$ cat config.mk
export PLATFORM = sky130hd
export DESIGN_NAME = one_wire_paged_scratchpad_slave
export DESIGN_NICKNAME = d
export VERILOG_FILES = /design/src/rtl/owps_pkg.sv /design/src/rtl/one_wire_paged_scratchpad_slave.sv
export SDC_FILE = /design/constraint.sdc
export NUM_CORES = 1
export LEC_CHECK = 0
export ABC_AREA = 1
export BUFFER_PORTS_ARGS = -buffer_cell sky130_fd_sc_hd__buf_2
export CORE_AREA = 10 10 251 253
export DETAILED_ROUTE_END_ITERATION = 16
export DIE_AREA = 0 0 261 263
export HOLD_SLACK_MARGIN = 0.05
export PLACE_DENSITY = 0.68
export SLEW_MARGIN = 20
export SYNTH_ARGS = -nofsm -noshare
export SYNTH_HDL_FRONTEND = slang
export SYNTH_SLANG_ARGS = --single-unit
$ cat constraint.sdc
create_clock -name clk -period 13.3 [get_ports clk]
set_clock_uncertainty 0.2 [all_clocks]
set_input_delay 0.665 -clock clk [delete_from_list [all_inputs] [get_ports clk]]
set_output_delay 0.665 -clock clk [all_outputs]
set_load 0.03 [all_outputs]
$ cat src/rtl/owps_pkg.sv
// shared constants, codes and crc helpers of the one-wire paged scratchpad slave
`default_nettype none

package owps_pkg;

	// memory geometry
	localparam int PAGES     = 8;
	localparam int PAGE_W    = (PAGES > 1) ? $clog2(PAGES) : 1;
	localparam int ADDR_W    = PAGE_W + 3;
	localparam int MEM_BYTES = PAGES * 8;

	// nibble steps of one page crc
	localparam logic [4:0] CRC_STEPS = 5'd16;

	// input operations
	typedef enum logic [2:0] {
		OP_BUS_RESET  = 3'd0,
		OP_BUS_BYTE   = 3'd1,
		OP_HOST_WRITE = 3'd2,
		OP_HOST_READ  = 3'd3,
		OP_SET_TEMP   = 3'd4,
		OP_SET_VOLT   = 3'd5,
		OP_SET_CURR   = 3'd6
	} op_t;

	// result kinds
	localparam logic [1:0] KIND_BUS     = 2'd0;
	localparam logic [1:0] KIND_HOST    = 2'd1;
	localparam logic [1:0] KIND_UNKNOWN = 2'd2;
	localparam logic [1:0] KIND_RANGE   = 2'd3;

	// bus commands
	localparam logic [7:0] CMD_READ_SP  = 8'hBE;
	localparam logic [7:0] CMD_WRITE_SP = 8'h4E;
	localparam logic [7:0] CMD_COPY_SP  = 8'h48;
	localparam logic [7:0] CMD_RECALL   = 8'hB8;
	localparam logic [7:0] CMD_CONV_T   = 8'h44;
	localparam logic [7:0] CMD_CONV_V   = 8'hB4;

	// status byte after reset
	localparam logic [7:0] RESET_BYTE0 = 8'h03;

	// temperature clamp in 1/256 degree
	localparam logic signed [15:0] TEMP_MAX = 16'(125 * 256);
	localparam logic signed [15:0] TEMP_MIN = 16'(-55 * 256);

	// fixed byte positions of the setters in page 0
	localparam logic [ADDR_W-1:0] POS_TEMP_LO = ADDR_W'(1);
	localparam logic [ADDR_W-1:0] POS_TEMP_HI = ADDR_W'(2);
	localparam logic [ADDR_W-1:0] POS_VOLT_LO = ADDR_W'(3);
	localparam logic [ADDR_W-1:0] POS_VOLT_HI = ADDR_W'(4);
	localparam logic [ADDR_W-1:0] POS_CURR_LO = ADDR_W'(5);
	localparam logic [ADDR_W-1:0] POS_CURR_HI = ADDR_W'(6);

	// four bits of the reflected crc-8 (poly 0x8c), lsb first
	function automatic logic [7:0] crc4(input logic [7:0] c, input logic [3:0] d);
		logic [7:0] r;
		logic       mix;
		r = c;
		for (int i = 0; i < 4; i++) begin
			mix = r[0] ^ d[i];
			r   = {1'b0, r[7:1]};
			if (mix) begin
				r = r ^ 8'h8C;
			end
		end
		return r;
	endfunction

	// crc of page 0 as it stands after reset
	function automatic logic [7:0] reset_crc0();
		logic [7:0] r;
		r = crc4(8'h00, RESET_BYTE0[3:0]);
		r = crc4(r, RESET_BYTE0[7:4]);
		for (int i = 0; i < 14; i++) begin
			r = crc4(r, 4'h0);
		end
		return r;
	endfunction

	localparam logic [7:0] RESET_CRC0 = reset_crc0();

endpackage

`default_nettype wire

$ cat src/rtl/one_wire_paged_scratchpad_slave.sv
// top level of the one-wire paged scratchpad slave: command decode, memory and crc sequencer
`default_nettype none

// Byte-level one-wire battery monitor slave. A request is taken when start is high and
// busy is low; results come out one per cycle on out_byte/out_kind/last with strobe high
// for exactly one cycle each, and cannot be held off. After reset the block runs a pass
// that clears the page memory and writes the status byte 0x03 to byte 0 (busy stays
// high). A valid read scratchpad page number keeps busy high while its nine results (the
// eight page bytes, then the page crc) follow the memory reads through the registered
// read data and the result registers. A host read keeps busy high while its read data
// is pending. In-range host writes, setters and the eighth write scratchpad byte end in
// a page crc run over the single memory read port, one nibble per cycle; when a host
// write has host_last set and the byte after it is still in memory, the page holding
// that byte gets its crc run as well, even when it is the same page.
module one_wire_paged_scratchpad_slave (
	input  wire logic               clk,
	input  wire logic               arst_n,
	input  wire logic               start,
	output logic                    busy,
	input  wire logic        [2:0]  operation,
	input  wire logic        [7:0]  rx_byte,
	input  wire logic        [5:0]  address,
	input  wire logic               host_last,
	input  wire logic signed [15:0] temperature,
	input  wire logic        [9:0]  voltage,
	input  wire logic signed [10:0] current_value,
	output logic                    strobe,
	output logic             [7:0]  out_byte,
	output logic             [1:0]  out_kind,
	output logic                    last
);

	localparam int PAGE_W = owps_pkg::PAGE_W;
	localparam int ADDR_W = owps_pkg::ADDR_W;

	typedef enum logic [2:0] {
		S_INIT,
		S_IDLE,
		S_WR2,
		S_PREAD,
		S_CRC
	} state_t;

	typedef enum logic [2:0] {
		P_IDLE,
		P_READ_PAGE,
		P_WRITE_PAGE,
		P_WRITE_DATA,
		P_RECALL,
		P_DONE
	} phase_t;

	state_t              state_q;
	phase_t              phase_q;
	logic [PAGE_W-1:0]   sel_q;
	logic [2:0]          count_q;
	logic [ADDR_W-1:0]   init_q;
	logic [3:0]          idx_q;
	logic [4:0]          step_q;
	logic [7:0]          crc_acc_q;
	logic [PAGE_W-1:0]   crc_pg_q;
	logic                nxt_pend_q;
	logic [PAGE_W-1:0]   nxt_pg_q;
	logic [ADDR_W-1:0]   wr2_addr_q;
	logic [7:0]          wr2_data_q;
	logic [7:0]          page_check_q [owps_pkg::PAGES];

	// read tag: the registered read data becomes a result next cycle
	logic                pend_q;
	logic                pend_crc_q;
	logic [1:0]          pend_kind_q;
	logic                pend_last_q;

	logic                strobe_q;
	logic [7:0]          out_byte_q;
	logic [1:0]          out_kind_q;
	logic                last_q;

	// page memory
	logic [7:0]          mem [owps_pkg::MEM_BYTES];
	logic [7:0]          rd_data_q;

	logic                accept;
	logic                we;
	logic [ADDR_W-1:0]   wa;
	logic [7:0]          wd;
	logic                re;
	logic [ADDR_W-1:0]   ra;

	logic                addr_ok;
	logic [ADDR_W-1:0]   host_addr;
	logic [PAGE_W-1:0]   host_pg;
	logic [7:0]          nxt8;
	logic                nxt_ok;
	logic                rx_pg_ok;
	logic                wr_allowed;
	logic                cmd_known;

	logic signed [15:0]  t_cl;
	logic [7:0]          set_lo;
	logic [7:0]          set_hi;
	logic [ADDR_W-1:0]   set_pos_lo;
	logic [ADDR_W-1:0]   set_pos_hi;

	logic [3:0]          crc_k;
	logic [2:0]          crc_byte;
	logic [3:0]          crc_nib;
	logic [7:0]          crc_nx;

	assign busy     = (state_q != S_IDLE) || pend_q;
	assign accept   = start && !busy;
	assign strobe   = strobe_q;
	assign out_byte = out_byte_q;
	assign out_kind = out_kind_q;
	assign last     = last_q;

	// address and page decode of the request
	assign addr_ok    = 8'(address) < 8'(owps_pkg::MEM_BYTES);
	assign host_addr  = ADDR_W'(address);
	assign host_pg    = PAGE_W'(address >> 3);
	assign nxt8       = (8'(address) + 8'd1) >> 3;
	assign nxt_ok     = nxt8 < 8'(owps_pkg::PAGES);
	assign rx_pg_ok   = rx_byte < 8'(owps_pkg::PAGES);
	assign wr_allowed = !((sel_q == '0) && (count_q != 3'd0) && (count_q != 3'd7));
	assign cmd_known  = (rx_byte == owps_pkg::CMD_READ_SP) ||
		(rx_byte == owps_pkg::CMD_WRITE_SP) || (rx_byte == owps_pkg::CMD_COPY_SP) ||
		(rx_byte == owps_pkg::CMD_RECALL) || (rx_byte == owps_pkg::CMD_CONV_T) ||
		(rx_byte == owps_pkg::CMD_CONV_V);

	// crc nibble datapath
	assign crc_k    = 4'(step_q - 5'd1);
	assign crc_byte = crc_k[3:1];
	assign crc_nib  = crc_k[0] ? rd_data_q[7:4] : rd_data_q[3:0];
	assign crc_nx   = owps_pkg::crc4(crc_acc_q, crc_nib);

	// setter byte pairs
	always_comb begin
		t_cl = temperature;
		if (temperature > owps_pkg::TEMP_MAX) begin
			t_cl = owps_pkg::TEMP_MAX;
		end else if (temperature < owps_pkg::TEMP_MIN) begin
			t_cl = owps_pkg::TEMP_MIN;
		end
		case (operation)
			owps_pkg::OP_SET_VOLT: begin
				set_lo     = voltage[7:0];
				set_hi     = {6'd0, voltage[9:8]};
				set_pos_lo = owps_pkg::POS_VOLT_LO;
				set_pos_hi = owps_pkg::POS_VOLT_HI;
			end
			owps_pkg::OP_SET_CURR: begin
				set_lo     = current_value[7:0];
				set_hi     = {{6{current_value[10]}}, current_value[9:8]};
				set_pos_lo = owps_pkg::POS_CURR_LO;
				set_pos_hi = owps_pkg::POS_CURR_HI;
			end
			default: begin
				set_lo     = t_cl[7:0] & 8'hF8;
				set_hi     = t_cl[15:8];
				set_pos_lo = owps_pkg::POS_TEMP_LO;
				set_pos_hi = owps_pkg::POS_TEMP_HI;
			end
		endcase
	end

	// memory port control
	always_comb begin
		we = 1'b0;
		wa = '0;
		wd = '0;
		re = 1'b0;
		ra = '0;
		unique case (state_q)
			S_INIT: begin
				we = 1'b1;
				wa = init_q;
				wd = (init_q == '0) ? owps_pkg::RESET_BYTE0 : 8'h00;
			end
			S_IDLE: begin
				if (accept) begin
					unique case (operation) inside
						owps_pkg::OP_BUS_BYTE: begin
							if ((phase_q == P_WRITE_DATA) && wr_allowed) begin
								we = 1'b1;
								wa = {sel_q, count_q};
								wd = rx_byte;
							end
						end
						owps_pkg::OP_HOST_WRITE: begin
							we = addr_ok;
							wa = host_addr;
							wd = rx_byte;
						end
						owps_pkg::OP_HOST_READ: begin
							re = addr_ok;
							ra = host_addr;
						end
						owps_pkg::OP_SET_TEMP, owps_pkg::OP_SET_VOLT,
						owps_pkg::OP_SET_CURR: begin
							we = 1'b1;
							wa = set_pos_lo;
							wd = set_lo;
						end
						default: begin
						end
					endcase
				end
			end
			S_WR2: begin
				we = 1'b1;
				wa = wr2_addr_q;
				wd = wr2_data_q;
			end
			S_PREAD: begin
				re = !idx_q[3];
				ra = {sel_q, idx_q[2:0]};
			end
			S_CRC: begin
				if (step_q == 5'd0) begin
					re = 1'b1;
					ra = {crc_pg_q, 3'd0};
				end else if (crc_k[0] && (crc_byte != 3'd7)) begin
					re = 1'b1;
					ra = {crc_pg_q, 3'(crc_byte + 3'd1)};
				end
			end
			default: begin
			end
		endcase
	end

	// page memory, one write and one registered read port
	always_ff @(posedge clk) begin
		if (we) begin
			mem[wa] <= wd;
		end
		if (re) begin
			rd_data_q <= mem[ra];
		end
	end

	// command sequencer and result registers
	always_ff @(posedge clk or negedge arst_n) begin
		if (!arst_n) begin
			state_q     <= S_INIT;
			phase_q     <= P_IDLE;
			sel_q       <= '0;
			count_q     <= '0;
			init_q      <= '0;
			idx_q       <= '0;
			step_q      <= '0;
			crc_acc_q   <= '0;
			crc_pg_q    <= '0;
			nxt_pend_q  <= 1'b0;
			nxt_pg_q    <= '0;
			wr2_addr_q  <= '0;
			wr2_data_q  <= '0;
			pend_q      <= 1'b0;
			pend_crc_q  <= 1'b0;
			pend_kind_q <= owps_pkg::KIND_BUS;
			pend_last_q <= 1'b0;
			strobe_q    <= 1'b0;
			out_byte_q  <= '0;
			out_kind_q  <= owps_pkg::KIND_BUS;
			last_q      <= 1'b0;
			for (int p = 0; p < owps_pkg::PAGES; p++) begin
				page_check_q[p] <= (p == 0) ? owps_pkg::RESET_CRC0 : 8'h00;
			end
		end else begin
			// tagged read data goes out as a result
			strobe_q <= pend_q;
			pend_q   <= 1'b0;
			if (pend_q) begin
				out_byte_q <= pend_crc_q ? page_check_q[sel_q] : rd_data_q;
				out_kind_q <= pend_kind_q;
				last_q     <= pend_last_q;
			end

			unique case (state_q)
				// clearing pass after reset
				S_INIT: begin
					init_q <= ADDR_W'(init_q + 1'b1);
					if (init_q == ADDR_W'(owps_pkg::MEM_BYTES - 1)) begin
						state_q <= S_IDLE;
					end
				end

				S_IDLE: begin
					if (accept) begin
						unique case (operation) inside
							owps_pkg::OP_BUS_RESET: begin
								phase_q <= P_IDLE;
								count_q <= '0;
							end

							owps_pkg::OP_BUS_BYTE: begin
								unique case (phase_q)
									P_IDLE: begin
										if (!cmd_known) begin
											phase_q    <= P_DONE;
											strobe_q   <= 1'b1;
											out_byte_q <= rx_byte;
											out_kind_q <= owps_pkg::KIND_UNKNOWN;
											last_q     <= 1'b1;
										end else if (rx_byte == owps_pkg::CMD_READ_SP) begin
											phase_q <= P_READ_PAGE;
										end else if (rx_byte == owps_pkg::CMD_WRITE_SP) begin
											phase_q <= P_WRITE_PAGE;
										end else if ((rx_byte == owps_pkg::CMD_COPY_SP) ||
											(rx_byte == owps_pkg::CMD_RECALL)) begin
											phase_q <= P_RECALL;
										end else begin
											phase_q <= P_DONE;
										end
									end
									P_READ_PAGE: begin
										phase_q <= P_DONE;
										if (rx_pg_ok) begin
											sel_q   <= PAGE_W'(rx_byte);
											idx_q   <= '0;
											state_q <= S_PREAD;
										end
									end
									P_WRITE_PAGE: begin
										if (rx_pg_ok) begin
											sel_q   <= PAGE_W'(rx_byte);
											count_q <= '0;
											phase_q <= P_WRITE_DATA;
										end else begin
											phase_q <= P_DONE;
										end
									end
									P_WRITE_DATA: begin
										if (count_q == 3'd7) begin
											count_q    <= '0;
											phase_q    <= P_DONE;
											crc_pg_q   <= sel_q;
											nxt_pend_q <= 1'b0;
											step_q     <= '0;
											state_q    <= S_CRC;
										end else begin
											count_q <= 3'(count_q + 3'd1);
										end
									end
									P_RECALL: begin
										phase_q <= P_DONE;
									end
									default: begin
									end
								endcase
							end

							owps_pkg::OP_HOST_WRITE: begin
								if (addr_ok) begin
									crc_pg_q   <= host_pg;
									nxt_pend_q <= host_last && nxt_ok;
									nxt_pg_q   <= PAGE_W'(nxt8);
									step_q     <= '0;
									state_q    <= S_CRC;
								end else begin
									strobe_q   <= 1'b1;
									out_byte_q <= 8'h00;
									out_kind_q <= owps_pkg::KIND_RANGE;
									last_q     <= 1'b1;
								end
							end

							owps_pkg::OP_HOST_READ: begin
								if (addr_ok) begin
									pend_q      <= 1'b1;
									pend_crc_q  <= 1'b0;
									pend_kind_q <= owps_pkg::KIND_HOST;
									pend_last_q <= 1'b1;
								end else begin
									strobe_q   <= 1'b1;
									out_byte_q <= 8'h00;
									out_kind_q <= owps_pkg::KIND_RANGE;
									last_q     <= 1'b1;
								end
							end

							owps_pkg::OP_SET_TEMP, owps_pkg::OP_SET_VOLT,
							owps_pkg::OP_SET_CURR: begin
								wr2_addr_q <= set_pos_hi;
								wr2_data_q <= set_hi;
								crc_pg_q   <= '0;
								nxt_pend_q <= 1'b0;
								step_q     <= '0;
								state_q    <= S_WR2;
							end

							default: begin
							end
						endcase
					end
				end

				// second byte of a setter
				S_WR2: begin
					state_q <= S_CRC;
				end

				// eight page bytes, then the page crc
				S_PREAD: begin
					pend_q      <= 1'b1;
					pend_kind_q <= owps_pkg::KIND_BUS;
					pend_crc_q  <= idx_q[3];
					pend_last_q <= idx_q[3];
					idx_q       <= 4'(idx_q + 4'd1);
					if (idx_q[3]) begin
						state_q <= S_IDLE;
					end
				end

				// page crc, one nibble per cycle
				S_CRC: begin
					if (step_q == 5'd0) begin
						crc_acc_q <= 8'h00;
						step_q    <= 5'd1;
					end else begin
						crc_acc_q <= crc_nx;
						if (step_q == owps_pkg::CRC_STEPS) begin
							page_check_q[crc_pg_q] <= crc_nx;
							step_q                 <= '0;
							if (nxt_pend_q) begin
								nxt_pend_q <= 1'b0;
								crc_pg_q   <= nxt_pg_q;
							end else begin
								state_q <= S_IDLE;
							end
						end else begin
							step_q <= 5'(step_q + 5'd1);
						end
					end
				end

				default: begin
					state_q <= S_IDLE;
				end
			endcase
		end
	end

endmodule

`default_nettype wire
==> impl_results.md <==
* Tightest Hold Check Type: input port to register
* Slew Limit Headroom at 23.6%
* Initial antenna violation count at 0
* CP Max Fanout at 99
* Fill cells at 4,868
* Die area at 68,600 um^2
* Dpl hpwl at 48.7 mm
* Root buffer cell: clkbuf_16
* DRC viols at 0
* Critical Path RT at 13.46 ns
* # setup viols final at 0
* Largest net degree at the start of global routing at 102
* Final hold violations at 0
* Row count at 89
* Minimum clock period at 5.18 ns
* CTS Buf Count at 70
* Power Internal at 3.91 mW
* Grt ovf at 0
* CTS tree: done
* Buffers on Ports at 70
* Die width at 261 um
* H-tree depth at 3
* Clock Path Buffers at 3
* Startpoint types: register
* Cells after Synth at 3,006
* Critical path class: register to register
* Initial drt markers at 2,212
* Core ar. at 58,200 um^2
* Clock sink count at 652
* Hold Crit Depth at 3
* Cell variety after synth at 43
* DRT Wirelength at 81.5 mm
* Worst vdd ir at 169 uV
* Vias/cell at 5.86
* Number of synthesized flops with an enable pin at 520
* Power share of the sequential group at 44.0%
* Final period utilization at 38.9%
* Area Growth Syn to Fin at 10.1%
* Setup TNS at 0 ns
* Slew Viols, Final at 0
* FF-to-FF path depth at 15
* Post-synthesis sequential area ratio at 63.3%
* Yosys reg bits at 652
* Clock-pin slew on the worst setup and hold paths at 0.06 ns
* Gr usage total at 23.5%
* Detailed Routing Iterations Pass 1 at 7
* Worst EP arrival at 5.34 ns
* Part of the power in the clock network at 31.5%
* Post-CTS sizing at 0
* # diodes at 0
* Outcome: completed
* Total number of vias at 22,400
* Routed Antenna Nets at 0
* Average wire per standard cell at 21.3 um
* Vias in the first global route at 22,000
* Switching Fraction at 33.4%
* RSZ-0062 raised after global routing: no
* Routability Congestion at 0.951
* Total power at 5.87 mW
* Most used DFF post-synth: edfxtp_1
* Combinational cell fraction of total power at 24.5%
* Mapped cell area at 29,900 um^2
* Crit end category: register
* Leakage at 13.2 nW
* PD cells at 178 nW/um^2
* Nets at 3,082
* Fmax at 0.193 GHz
* Initial Util at 51.4%
* Worst Tran Pin Value at 1.15 ns
* Synth async-reset ratio at 20.2%
* Max-cap viol count at 0
* Share of layout cells above drive strength 1 at 7.33%
* First-pass GRT wire length at 126 mm
* I/O Pins at 71
* Clock Latency Late Sink at 0.61 ns
* Switching power at 1.96 mW
* Syn. warnings at 0
* Mean Syn Cell Area at 9.95 um^2
* Syn Nets at 3,077
* Die height at 263 um
==> worst max-delay path, stage by stage (launching register included) <==
cell and delay (ns):
dfrtp_1 0.42, inv_1 0.15, nand3_2 0.17, nor2_1 0.30, nand3_4 0.10, buf_4 0.42, nand2_8 0.64, buf_4 0.84
buf_4 0.77, nand2_1 0.11, nand3_1 0.10, nand3_1 0.12, nand3_1 0.16, nand3_1 0.13, nand3_1 0.10, nand2_1 0.06
==> cell usage in the layout (no fill, tap or decap), types with 4 or more instances in the layout <==
cell	synthesis	final
inv_1	328	327
nand3_2	3	4
buf_2	70	69
o211ai_1	8	8
nor4_1	5	5
nand2_2	0	5
nor3_1	14	14
o22ai_1	31	31
clkbuf_1	72	19
clkbuf_16	0	71
buf_4	2	27
o21ai_0	143	142
nand4_1	4	4
edfxtp_1	520	520
clkinv_1	4	13
o221ai_1	12	12
a31oi_1	7	7
nor2_2	4	4
inv_2	4	4
dfstp_2	4	4
a21oi_1	37	37
nor2_1	173	172
nand3b_1	128	128
nand3_1	583	580
ha_1	13	13
o31ai_1	4	4
nand2_1	638	632
dfrtp_1	128	127
xor2_1	19	19
clkbuf_8	0	6
==> path summary, 6_finish.rpt <==
check,startpoint,endpoint,slack (ns)
max,state_q[1],rd_data_q[7],8.12
min,host_last,nxt_pend_q,0.16
min reg2reg,page_check_q[50],page_check_q[50],0.28
max in group asynchronous,arst_n,page_check_q[61],10.97
min in group asynchronous,arst_n,wr2_addr_q[2],0.47
max reg2reg,state_q[1],rd_data_q[7],8.12
==> kinds of logic (layout without fill, tap and decap cells) <==
kind of cell,count (synthesis),in the layout,synth area share [%]
AND/OR/NAND/NOR,1556,1556,23.9
flip-flops,652,652,63.3
buffers and inverters,501,550,6.60
AO/OA/AOI/OAI,262,262,5.04
XOR/XNOR,22,22,0.644
adder cells (fa/ha/maj),13,13,0.544
==> routing by layer <==
metal / part of all wire [%] / routed length (um) / global-route usage (%)
met5: 0 / 0 / 0
met4: 3.9 / 3190 / 9.83
met3: 8.7 / 7070 / 4.02
met2: 47 / 38600 / 37.6
met1: 40 / 32600 / 31.1
==> sequential cells by signal, indices dropped and copies added, names as in the netlist, 5 cells and up <==
| name | flops |
|---|---|
| wr2_data_q | 8 |
| mem | 512 |
| crc_acc_q | 8 |
| init_q | 6 |
| step_q | 5 |
| out_byte | 8 |
| page_check_q | 64 |
| rd_data_q | 8 |
==> through the flow <==
step / util (%) / instances / hold WS, ns / cell area, um^2 / setup WS (ns)
4_1_cts: 56.5 / 3827 / 0.126 / 32900 / 7.88
6_report: 56.6 / 3828 / 0.158 / 32900 / 8.12
3_5_place_dp: 52.9 / 3710 / 0.268 / 30800 / 7.63
3_3_place_gp: 52.9 / 3710 / 0.261 / 30800 / 7.74
2_1_floorplan: - / 3006 / 0.169 / 29900 / 8.87
5_1_grt: 56.6 / 3828 / 0.151 / 32900 / 7.83
==> power groups by stage <==
stage | Clock, mW | Sequential [mW] | Combinational (mW)
2_1_floorplan | 0 | 2.62 | 0.896
3_3_place_gp | 0 | 2.61 | 1.38
3_5_place_dp | 0 | 2.62 | 1.42
4_1_cts | 1.86 | 2.58 | 1.42
5_1_grt | 1.95 | 2.60 | 1.57
6_report | 1.85 | 2.58 | 1.44
==> repair_timing <==
| action | in CTS | in global routing |
|---|---|---|
| endpoints found under the hold margin | 54 | 0 |
| hold buffers | 1 | 0 |
| buffers inserted | 0 | 0 |
==> cell type report <==
type / instances / area (um^2) / share of cell area [%]
Tap cell: 773 / 967 / 2.94
Clock buffer: 96 / 1930 / 5.86
Clock inverter: 20 / 183 / 0.555
Timing Repair Buffer: 98 / 569 / 1.73
Inverter: 336 / 1270 / 3.84
Sequential cell: 652 / 18900 / 57.4
Multi-Input combinational cell: 1853 / 9100 / 27.6
==> synthesized netlist by cell type, types with 2 or more instances <==
master    instances  share of area (%)
nand2_1         638                8.0
nand3_1         583                9.8
edfxtp_1        520                 52
inv_1           328                4.1
nor2_1          173                2.2
o21ai_0         143                2.4
dfrtp_1         128                 11
nand3b_1        128                3.2
clkbuf_1         72               0.90
buf_2            70                1.2
a21oi_1          37               0.62
o22ai_1          31               0.65
buf_1            21               0.26
xor2_1           19               0.56
nor3_1           14               0.23
ha_1             13               0.54
o221ai_1         12               0.35
o211ai_1          8               0.20
a31oi_1           7               0.15
nor4_1            5               0.10
clkinv_1          4              0.050
dfstp_2           4               0.35
inv_2             4              0.050
nand4_1           4              0.084
nor2_2            4              0.084
o31ai_1           4               0.10
a21oi_2           3              0.088
a22o_1            3              0.088
a22oi_1           3              0.075
nand3_2           3               0.10
xnor2_1           3              0.088
a221oi_1          2              0.059
buf_4             2              0.050
nor3_2            2              0.067
o21ai_1           2              0.033
o21ai_2           2              0.059
No activity file was read; power rests on OpenSTA's default activity.
